--- config.mk ---
export PLATFORM = sky130hd
export DESIGN_NAME = slip_frame_receiver_crc16
export DESIGN_NICKNAME = d
export VERILOG_FILES = /design/src/rtl/core/sfr_pkg.sv /design/src/rtl/core/slip_frame_receiver_crc16.sv /design/src/rtl/core/sfr_front.sv /design/src/rtl/core/sfr_queue.sv /design/src/rtl/core/sfr_back.sv
export VERILOG_INCLUDE_DIRS = /design/src /design/src/rtl/core
export SDC_FILE = /design/constraint.sdc
export NUM_CORES = 1
export LEC_CHECK = 0
export BUFFER_PORTS_ARGS = -buffer_cell sky130_fd_sc_hd__buf_2
export CAP_MARGIN = 10
export CORE_UTILIZATION = 60
export DETAILED_ROUTE_END_ITERATION = 7
export PLACE_DENSITY_LB_ADDON = 0.2
export SYNTH_ARGS = -nofsm -noshare
export SYNTH_HDL_FRONTEND = slang
export SYNTH_HIERARCHICAL = 1
export SYNTH_SLANG_ARGS = --single-unit
--- constraint.sdc ---
create_clock -name clk -period 3.3 [get_ports clk]
set_input_delay 0.33 -clock clk [delete_from_list [all_inputs] [get_ports clk]]
set_output_delay 0.33 -clock clk [all_outputs]
set_load 0.05 [all_outputs]
--- src/rtl/core/slip_frame_receiver_crc16_macros.svh ---
// Assertion macros for the SLIP frame receiver.
// Each macro expects signals named clk and rst in the enclosing scope.
`ifndef SLIP_FRAME_RECEIVER_CRC16_MACROS_SVH
`define SLIP_FRAME_RECEIVER_CRC16_MACROS_SVH

`ifndef NO_ASSERTIONS
`define SFR_ASSERT_IMP(lbl, ante, cons, msg) \
  lbl: assert property (@(posedge clk) disable iff (rst) (ante) |-> (cons)) else $error(msg);
`define SFR_ASSERT_NXT(lbl, ante, cons, msg) \
  lbl: assert property (@(posedge clk) disable iff (rst) (ante) |=> (cons)) else $error(msg);
`else
`define SFR_ASSERT_IMP(lbl, ante, cons, msg)
`define SFR_ASSERT_NXT(lbl, ante, cons, msg)
`endif

`endif

--- src/rtl/core/sfr_pkg.sv ---
`default_nettype none
package sfr_pkg;

  localparam logic [7:0] SLIP_END     = 8'hC0;
  localparam logic [7:0] SLIP_ESC     = 8'hDB;
  localparam logic [7:0] SLIP_ESC_END = 8'hDC;
  localparam logic [7:0] SLIP_ESC_ESC = 8'hDD;

  localparam logic [2:0] MIN_RAW = 3'd4;

  localparam logic [15:0] CRC_INIT = 16'hFFFF;
  localparam logic [15:0] CRC_POLY = 16'h1021;

  localparam logic [2:0] ST_OK         = 3'd0;
  localparam logic [2:0] ST_UNFINISHED = 3'd1;
  localparam logic [2:0] ST_INVALID    = 3'd2;
  localparam logic [2:0] ST_SHORT      = 3'd3;
  localparam logic [2:0] ST_CRC        = 3'd4;

  localparam logic KIND_PAYLOAD = 1'b0;
  localparam logic KIND_END     = 1'b1;

  // Token passed from the decoder to the frame checker.
  typedef enum logic [1:0] {
    TOK_DATA  = 2'd0,
    TOK_CLOSE = 2'd1,
    TOK_ABORT = 2'd2
  } tok_kind_t;

  typedef struct packed {
    tok_kind_t  kind;
    logic [7:0] data;
    logic [2:0] err;
  } tok_t;

  // One byte of CRC-16/CCITT-FALSE, MSB first.
  function automatic logic [15:0] crc16_byte(input logic [15:0] crc, input logic [7:0] b);
    logic [15:0] c;
    c = crc ^ {b, 8'h00};
    for (int i = 0; i < 8; i++) begin
      if (c[15]) begin
        c = {c[14:0], 1'b0} ^ CRC_POLY;
      end else begin
        c = {c[14:0], 1'b0};
      end
    end
    return c;
  endfunction

endpackage
`default_nettype wire

--- src/rtl/core/slip_frame_receiver_crc16.sv ---
`default_nettype none
`include "slip_frame_receiver_crc16_macros.svh"
// SLIP frame receiver with CRC-16/CCITT-FALSE check. Feed one raw serial
// byte per word on rx_byte; the block takes a word every cycle as long as
// its two-entry token queue has room, and delivers at most one result word
// per input word. The decoder's token is registered in the queue, and the
// checker then registers its result in the output register. Bytes
// are dropped until an opening 0xC0. Inside a frame the decoder undoes the
// escapes (DB DC -> C0, DB DD -> DB, anything else after DB is an invalid
// escape that stops decoding for the rest of the frame). The first decoded
// byte is the channel and shows on every result of the frame. Payload bytes
// come out two decoded bytes late, so the trailing big-endian CRC is never
// emitted, with kind 0 and last 0; they arrive before the frame is checked,
// so hold them until the end word says whether to trust them. The end word
// (kind 1, last 1, data_byte 0) carries status: 0 ok, 1 unfinished escape,
// 2 invalid escape, 3 too short, 4 CRC mismatch. A closing 0xC0 after fewer
// than four raw bytes gives no result and opens the next frame. While
// results are taken the sustained rate is one word per cycle, with the CRC
// advancing one byte per cycle in the checker; the queue lets the decoder
// accept while a result waits, until full. No clearing pass follows reset.
module slip_frame_receiver_crc16 import sfr_pkg::*; (
  input  wire logic       clk,
  input  wire logic       rst,
  input  wire logic       in_valid,
  output logic            in_ready,
  input  wire logic [7:0] rx_byte,
  output logic            out_valid,
  input  wire logic       out_ready,
  output logic            kind,
  output logic [7:0]      data_byte,
  output logic [7:0]      channel,
  output logic [2:0]      status,
  output logic            last
);

  logic acc;
  logic push;
  tok_t push_tok;
  tok_t head;
  logic q_empty;
  logic q_full;
  logic pop;
  logic end_word_ok;

  // Take a word whenever the queue can absorb the token it may produce.
  assign in_ready = !q_full;
  assign acc      = in_valid && in_ready;

  // Decoder: hunt, unescape, count raw bytes, classify.
  sfr_front u_front (
    .clk     (clk),
    .rst     (rst),
    .acc     (acc),
    .rx_byte (rx_byte),
    .push    (push),
    .tok     (push_tok)
  );

  // Decouple decoder from checker so each side can stall on its own.
  sfr_queue u_queue (
    .clk      (clk),
    .rst      (rst),
    .push     (push),
    .push_tok (push_tok),
    .pop      (pop),
    .head     (head),
    .empty    (q_empty),
    .full     (q_full)
  );

  // Checker: delay line, CRC, status, output register.
  sfr_back u_back (
    .clk       (clk),
    .rst       (rst),
    .tok       (head),
    .tok_valid (!q_empty),
    .pop       (pop),
    .out_valid (out_valid),
    .out_ready (out_ready),
    .kind      (kind),
    .data_byte (data_byte),
    .channel   (channel),
    .status    (status),
    .last      (last)
  );

  // An end word has last set, no data and one of the defined status codes.
  assign end_word_ok = last && (data_byte == 8'h00) && (status <= ST_CRC);

  `SFR_ASSERT_IMP(a_queue_sane, 1'b1, !(q_full && q_empty), "queue both full and empty")
  `SFR_ASSERT_IMP(a_end_word, out_valid && kind, end_word_ok, "bad end word")
  `SFR_ASSERT_IMP(a_payload_word, out_valid && !kind, (!last && status == ST_OK), "bad payload word")
  `SFR_ASSERT_NXT(a_push_lands, push && q_empty, !q_empty, "token lost at queue")

endmodule
`default_nettype wire

--- src/rtl/core/sfr_front.sv ---
`default_nettype none
module sfr_front import sfr_pkg::*; (
  input  wire logic       clk,
  input  wire logic       rst,
  input  wire logic       acc,
  input  wire logic [7:0] rx_byte,
  output logic            push,
  output tok_t            tok
);

  logic       in_frame, in_frame_next;
  logic       esc, esc_next;
  logic       bad, bad_next;
  logic [2:0] raw_count, raw_count_next;

  always_comb begin
    in_frame_next  = in_frame;
    esc_next       = esc;
    bad_next       = bad;
    raw_count_next = raw_count;
    push           = 1'b0;
    tok.kind       = TOK_DATA;
    tok.data       = rx_byte;
    tok.err        = ST_OK;
    if (acc) begin
      if (!in_frame) begin
        // hunt: drop everything until an opening delimiter
        if (rx_byte == SLIP_END) begin
          in_frame_next  = 1'b1;
          esc_next       = 1'b0;
          bad_next       = 1'b0;
          raw_count_next = '0;
        end
      end else if (rx_byte == SLIP_END) begin
        esc_next       = 1'b0;
        bad_next       = 1'b0;
        raw_count_next = '0;
        push           = 1'b1;
        if (raw_count < MIN_RAW) begin
          tok.kind = TOK_ABORT;
        end else begin
          tok.kind      = TOK_CLOSE;
          tok.err       = bad ? ST_INVALID : (esc ? ST_UNFINISHED : ST_OK);
          in_frame_next = 1'b0;
        end
      end else begin
        if (raw_count < MIN_RAW) begin
          raw_count_next = raw_count + 3'd1;
        end
        if (!bad) begin
          if (esc) begin
            esc_next = 1'b0;
            if (rx_byte == SLIP_ESC_END) begin
              push     = 1'b1;
              tok.data = SLIP_END;
            end else if (rx_byte == SLIP_ESC_ESC) begin
              push     = 1'b1;
              tok.data = SLIP_ESC;
            end else begin
              bad_next = 1'b1;
            end
          end else if (rx_byte == SLIP_ESC) begin
            esc_next = 1'b1;
          end else begin
            push = 1'b1;
          end
        end
      end
    end
  end

  always_ff @(posedge clk) begin
    if (rst) begin
      in_frame  <= 1'b0;
      esc       <= 1'b0;
      bad       <= 1'b0;
      raw_count <= '0;
    end else begin
      in_frame  <= in_frame_next;
      esc       <= esc_next;
      bad       <= bad_next;
      raw_count <= raw_count_next;
    end
  end

endmodule
`default_nettype wire

--- src/rtl/core/sfr_queue.sv ---
`default_nettype none
module sfr_queue import sfr_pkg::*; (
  input  wire logic clk,
  input  wire logic rst,
  input  wire logic push,
  input  wire tok_t push_tok,
  input  wire logic pop,
  output tok_t      head,
  output logic      empty,
  output logic      full
);

  tok_t       slots [2];
  logic       wr_ptr, rd_ptr;
  logic [1:0] count;

  assign empty = (count == 2'd0);
  assign full  = (count == 2'd2);
  assign head  = slots[rd_ptr];

  always_ff @(posedge clk) begin
    if (push && !full) begin
      slots[wr_ptr] <= push_tok;
    end
  end

  always_ff @(posedge clk) begin
    if (rst) begin
      wr_ptr <= 1'b0;
      rd_ptr <= 1'b0;
      count  <= '0;
    end else begin
      if (push && !full) begin
        wr_ptr <= ~wr_ptr;
      end
      if (pop && !empty) begin
        rd_ptr <= ~rd_ptr;
      end
      case ({push && !full, pop && !empty})
        2'b10:   count <= count + 2'd1;
        2'b01:   count <= count - 2'd1;
        default: count <= count;
      endcase
    end
  end

endmodule
`default_nettype wire

--- src/rtl/core/sfr_back.sv ---
`default_nettype none
module sfr_back import sfr_pkg::*; (
  input  wire logic       clk,
  input  wire logic       rst,
  input  wire tok_t       tok,
  input  wire logic       tok_valid,
  output logic            pop,
  output logic            out_valid,
  input  wire logic       out_ready,
  output logic            kind,
  output logic [7:0]      data_byte,
  output logic [7:0]      channel,
  output logic [2:0]      status,
  output logic            last
);

  logic [1:0]  dcnt, dcnt_next;
  logic [7:0]  chan, chan_next;
  logic [7:0]  hold0, hold0_next;
  logic [7:0]  hold1, hold1_next;
  logic [15:0] crc, crc_next;
  logic        pseen, pseen_next;

  logic        emit;
  logic        e_kind;
  logic [7:0]  e_data;
  logic [7:0]  e_chan;
  logic [2:0]  e_status;

  assign pop = tok_valid && (!out_valid || out_ready);

  always_comb begin
    dcnt_next  = dcnt;
    chan_next  = chan;
    hold0_next = hold0;
    hold1_next = hold1;
    crc_next   = crc;
    pseen_next = pseen;
    emit       = 1'b0;
    e_kind     = KIND_PAYLOAD;
    e_data     = hold0;
    e_chan     = chan;
    e_status   = ST_OK;
    if (pop) begin
      case (tok.kind)
        TOK_DATA: begin
          case (dcnt)
            2'd0: begin
              chan_next  = tok.data;
              hold0_next = tok.data;
              dcnt_next  = 2'd1;
            end
            2'd1: begin
              hold1_next = tok.data;
              dcnt_next  = 2'd2;
            end
            default: begin
              // release the oldest held byte, keep the last two as CRC candidates
              crc_next   = crc16_byte(crc, hold0);
              hold0_next = hold1;
              hold1_next = tok.data;
              if (dcnt == 2'd2) begin
                dcnt_next = 2'd3;
              end else begin
                pseen_next = 1'b1;
                emit       = 1'b1;
              end
            end
          endcase
        end
        TOK_CLOSE: begin
          emit   = 1'b1;
          e_kind = KIND_END;
          e_data = 8'h00;
          if (tok.err != ST_OK) begin
            e_status = tok.err;
          end else if (!pseen) begin
            e_status = ST_SHORT;
          end else if (crc != {hold0, hold1}) begin
            e_status = ST_CRC;
          end else begin
            e_status = ST_OK;
          end
          dcnt_next  = '0;
          chan_next  = '0;
          hold0_next = '0;
          hold1_next = '0;
          crc_next   = CRC_INIT;
          pseen_next = 1'b0;
        end
        TOK_ABORT: begin
          dcnt_next  = '0;
          chan_next  = '0;
          hold0_next = '0;
          hold1_next = '0;
          crc_next   = CRC_INIT;
          pseen_next = 1'b0;
        end
        default: begin
          dcnt_next = dcnt;
        end
      endcase
    end
  end

  always_ff @(posedge clk) begin
    if (rst) begin
      dcnt      <= '0;
      chan      <= '0;
      hold0     <= '0;
      hold1     <= '0;
      crc       <= CRC_INIT;
      pseen     <= 1'b0;
      out_valid <= 1'b0;
    end else begin
      dcnt  <= dcnt_next;
      chan  <= chan_next;
      hold0 <= hold0_next;
      hold1 <= hold1_next;
      crc   <= crc_next;
      pseen <= pseen_next;
      if (emit) begin
        out_valid <= 1'b1;
      end else if (out_ready) begin
        out_valid <= 1'b0;
      end
    end
  end

  always_ff @(posedge clk) begin
    if (emit) begin
      kind      <= e_kind;
      data_byte <= e_data;
      channel   <= e_chan;
      status    <= e_status;
      last      <= e_kind;
    end
  end

endmodule
`default_nettype wire

; Word-level counts from Yosys, hierarchy flattened
; Memories as Yosys holds them, arrays and structs flattened. A register that Yosys moved wholly into a read port is not among the register bits.
; Index checks and enable logic that the tools add are counted.
[classes]
bitwise_logic = 11
magnitude_cmp = 1
reduce_logical = 29
n_eq_ne = 19
n_addsub = 3
n_mux = 101
[ops]
columns = op, count
row1 = $mux W16, 22
row2 = $mux W13, 10
row3 = $mux W8, 9
row4 = $pmux W8 S2, 4
row5 = $mux W1, 37
row6 = $eq A8 B8 Y1 const B, 4
row7 = $pmux W16 S2, 1
row8 = $mux W3, 10
row9 = $not A3 Y3, 8
row10 = $reduce_and A3 Y1, 7
row11 = $ne A16 B16 Y1, 1
row12 = $xor A16 B16 Y16, 1
row13 = $ne A2 B2 Y1 const B, 6
row14 = $pmux W2 S2, 3
row15 = $reduce_bool A2 Y1, 5
row16 = $eq A2 B2 Y1 const B, 4
row17 = $eq A2 B1 Y1 const B, 3
row18 = $logic_not A2 Y1, 3
row19 = $mux W2, 3
row20 = $logic_and A1 B1 Y1, 4
row21 = $ne A4 B3 Y1 const B, 1
row22 = $pmux W1 S2, 2
row23 = $reduce_and A2 Y1, 2
row24 = $reduce_and A4 Y1, 1
row25 = 9 further kinds, 13
[totals]
elab_cells = 183
mem_count = 1
ramBits = 26
reg_bits = 74
out_inout_bits = 23
[mem_list]
columns = memory, depth, word_bits, rd, rd_ports_with_merged_regs, wr, line
row1 = u_queue.slots, 2, 13, 1, 1, 1, sfr_queue.sv:13  ; tok_t slots [2];

; Depth between registers and ports, before layout
[logic_depth]
depth_word = 40
mapped_depth = 11
ltp_nobuf = 11

; Hierarchy
; The synthesis kept the hierarchy.
[modules_own_cells]
columns = module, area_each_um2, seq_area_each_um2, instances, cells_each
row1 = sfr_back, 2890.3, 1481.4, 1, 273
row2 = sfr_queue, 1156.1, 880.8, 1, 66
row3 = sfr_front, 476.7, 120.1, 1, 59
row4 = slip_frame_receiver_crc16, 13.8, 0.0, 1, 3

; Worst setup path after synthesis
; OpenSTA, ideal clock, no wires.
[synth_path]
path_kind = reg-to-reg
start = reg (tool-made name)
end = reg u_back.channel[0] (enable)
t_required_ns = 2.902
n_path_buf = 1
synth_period_minus_slack_ns = 2.618
path_stages_with_launch = 7
arrival_time_ns = 2.220
setup_time_ns = 0.398
path_slack_ns = 0.682
path_cell_list = dfxtp_1 > buf_2 > mux2_2 > inv_1 > ha_1 > a31oi_1 > nor2_1
[synth_lines]
columns = element, line
row1 = "end signal, assigned", sfr_back.sv:134  ; channel <= e_chan;
row2 = "end, declared", sfr_back.sv:12  ; output logic [7:0] channel,

==> results.md <==
* Crit. path cell count at 7
* Max cap viols at 0
* Routed vias/inst at 5.52
* Post-Syn Nets at 418
* Most Used Layer, Global Route: met2
* Final min period at 2.85 ns
* Initial antenna violation count at 0
* Ys flop type: dfxtp_1
* Peak fanout along the critical path at 16
* Postcts setup bufs at 0
* Global route overflow at 0
* Starting density of the core at 0.622
* CTS tree: done
* Hold Path Depth at 1
* Layout cells sized above 1 at 0.201
* GRT Util Overall at 0.238
* Mapped cell area at 0.00454 mm2
* Status: finished, final reports clean
* Synth Warn # at 6
* Critical Path End: u_back/hold0[2]$_SDFFE_PP0P_
* CTS Sinks at 101
* CTS HTree Levels at 3
* Mean Syn Cell Area at 11.3 um2
* Layout area overhead at 8.80%
* Root cell of the clock tree: clkbuf_8
* Power density over the cells at 423 mW/mm2
* Routed vias at 2934
* Crit path buf inv count at 1
* Number of core rows at 31
* CTS Hold Bufs at 0
* Final Hold Fails at 0
* FFs w/ async S/R, synth at 0
* Syn Inst Count at 401
* Hpwl dp at 6.12 mm
* WP data arrival at 3.14 ns
* Post-cts resize count at 0
* R2R setup slack at 0.45 ns
* Seq/Total Area, Yosys at 0.547
* # fillers at 592
* Max Clock Freq at 351 MHz
* First-pass GRT wire length at 13.9 mm
* Worst-Skew Late Latency at 0.37 ns
* Ant diodes at 0
* Crit path max-delay cell type: or4_1
* GP Congestion at 0.824
* Final Skew at 0.0120 ns
* Met3 usage at 0.0499
* Peak VDD IR at 265 uV
* Worst path cell trace: mux2_2 -> inv_1 -> ha_1 -> nor2_1 -> or4_1 -> or3_2 -> a21oi_1
* TritonRoute pass-1 iters at 4
* Die Footprint at 0.00791 mm2
* Distinct cells, synth at 54
* RSZ-0062 raised after global routing: no
* Post-synth top area cell: edfxtp_1
* Die W at 89.0 um
* Worst-Margin Slew at 0.929 ns
* Routed WL at 8.50 mm
* CTS Buf Count at 9
* Post-synth EDFFs at 46
* Port Buf Inserts at 34
* Post-route cell area at 0.00494 mm2
* Largest net degree at the start of global routing at 51
* Cell family with most CP delay: simple AND/OR/NAND/NOR gates
* WP data required at 3.59 ns
* Worst-case reg-to-reg path depth at 7
* Crit-path max cell delay at 0.71 ns
* Placed Area at 0.00474 mm2
* Hold Crit Class: input pin to flop
* Synth top area share at 0.304
* Nets@finish at 445
* Initial DRC count at 193
* Crit path kind: flop to flop
* Area of the core at 0.00729 mm2
* Slew HR at 0.380
* Clock transition at path regs at 0.10 ns
* Avg WL per Cell at 16.0 um
* Met2 Usage GRT at 0.377
* Vias in the first global route at 2753
* Leakage at 1.97 nW
* Slew Limit Fails at 0
* CP startpoint kind: flop
* Post-Route Setup TNS at 0 ns
* Final setup fails at 0
* Clock Path Buffers at 2
* Hold Worst Slack at 0.170 ns
* Synth top area cells: edfxtp_1 (30%), dfxtp_1 (24%), mux2i_1 (5.7%)
* CP endpoint kind: flop
* Routed Antenna Nets at 0
* Number of remaining DRC errors at 0
* Final Cycle Share at 0.864
* Reg2Reg Capture Point: u_back/hold0[2]$_SDFFE_PP0P_
* Die Y at 89.0 um
* Met1 global-route usage at 0.336
* Register bit count reported by yosys at 101
* IO Count at 35
[synthesized netlist by cell type, drive strengths merged, types with 4 or more instances]
cell type and instances:
edfxtp 46, nor2b 20, clkbuf 12, mux2i 26, buf 10, ha 5
dfxtp 55, nand2 17, o22ai 8, inv 16, nor3 5, a2bb2oi 8
xor2 8, or3 11, nor2 33, a21oi 15, mux2 13, nand4 7
o21ai 4, nand2b 12, and2 5, nor4 4, xnor2 27
[state kept, by name (all words and copies together), names as in the netlist, 2 cells and up, named ones only]
name / flops
u_back/chan: 8
u_queue/count: 2
u_back/hold0: 8
u_queue/slots: 26
u_back/channel: 8
u_back/hold1: 8
u_back/data_byte: 8
u_front/raw_count: 3
u_back/crc: 16
u_back/status: 3
u_back/dcnt: 2
[kinds of logic after synthesis]
logic type | share of synthesized area
AND/OR/NAND/NOR | 0.157
other | 0.000827
AO/OA/AOI/OAI | 0.0844
adder cells (fa/ha/maj) | 0.0138
multiplexers | 0.0896
XOR/XNOR | 0.0676
flip-flops | 0.547
buffers and inverters | 0.0392
[worst min path at each step]
stage,start,endpoint,slack [ns]
after global routing,rx_byte[5],u_queue/slots[0][8]$_DFFE_PP_,0.14
after floorplan,rst,u_queue/count[1]$_SDFFE_PP0P_,0.40
after global placement,u_back/chan[3]$_SDFFE_PP0P_,u_back/channel[3]$_DFFE_PP_,0.42
final,rx_byte[5],u_queue/slots[0][8]$_DFFE_PP_,0.17
after CTS,rx_byte[5],u_queue/slots[1][8]$_DFFE_PP_,0.16
after detailed placement,u_back/chan[0]$_SDFFE_PP0P_,u_back/channel[0]$_DFFE_PP_,0.42
[cell usage in the layout, fill, tap and decap left out, types with 2 or more instances in the layout]
| cell type | netlist | routed |
|---|---|---|
| nand2_1 | 17 | 17 |
| or3_1 | 4 | 4 |
| o21a_1 | 3 | 3 |
| xor2_1 | 8 | 8 |
| a211oi_1 | 3 | 3 |
| and2_1 | 5 | 5 |
| mux2i_1 | 26 | 26 |
| nor4_1 | 4 | 4 |
| a21oi_1 | 15 | 15 |
| buf_2 | 4 | 34 |
| o211a_1 | 3 | 3 |
| o22ai_1 | 7 | 7 |
| ha_1 | 5 | 5 |
| mux2_2 | 13 | 13 |
| xnor2_1 | 27 | 27 |
| a31oi_1 | 2 | 2 |
| inv_1 | 13 | 13 |
| nor3b_1 | 3 | 3 |
| nor2b_1 | 20 | 20 |
| clkinv_4 | 0 | 2 |
| nor2_1 | 32 | 32 |
| buf_4 | 4 | 4 |
| nand3_1 | 3 | 3 |
| inv_2 | 3 | 3 |
| dfxtp_1 | 55 | 55 |
| edfxtp_1 | 46 | 46 |
| nor3_1 | 5 | 5 |
| nand4_1 | 7 | 7 |
| nand2b_1 | 11 | 11 |
| a2bb2oi_1 | 8 | 8 |
| o21ai_0 | 4 | 4 |
| or3_2 | 6 | 6 |
| clkbuf_8 | 0 | 9 |
| inv_6 | 0 | 4 |
[cell type report]
class                      count  area [um2]  area share
multi-input combinational    262        1880       0.380
clock buffer                   9         124      0.0251
inverter                      16        60.1      0.0122
timing repair buffer          38         200      0.0406
sequential                   101        2480       0.503
clock inverter                 7        68.8      0.0139
tap                           99         124      0.0251
[report_power, final]
group	leakage [nW]	internal, mW	switching, mW	total [mW]
clock network	0.0980	0.294	0.458	0.752
logic	1.01	0.0132	0.0221	0.0353
registers	0.861	1.30	0.000156	1.30
total	1.97	1.61	0.480	2.09
[stage by stage]
| step | setup WS, ns | utilization | power, mW | instances |
|---|---|---|---|---|
| 3_3_place_gp | 0.604 | 0.650 | 1.36 | 516 |
| 6_report | 0.448 | 0.677 | 2.09 | 532 |
| 5_1_grt | 0.284 | 0.677 | 2.17 | 532 |
| 2_1_floorplan | 0.682 | - | 1.35 | 401 |
| 3_5_place_dp | 0.509 | 0.650 | 1.36 | 516 |
| 4_1_cts | 0.468 | 0.677 | 2.10 | 532 |
[worst register-to-register path, cell delays in order, from the launching register on]
cell and delay, ns:
dfxtp_1 0.48, mux2_2 0.40, inv_1 0.06, ha_1 0.32
nor2_1 0.12, or4_1 0.71, or3_2 0.54, a21oi_1 0.15
[per-layer routing]
metal | up-vias | routed length (um)
li1 | 1472 | -
met1 | 1397 | 4250
met2 | 59 | 3900
met3 | 6 | 284
met4 | 0 | 66
met5 | - | 0
No activity file was read; power rests on OpenSTA's default activity.
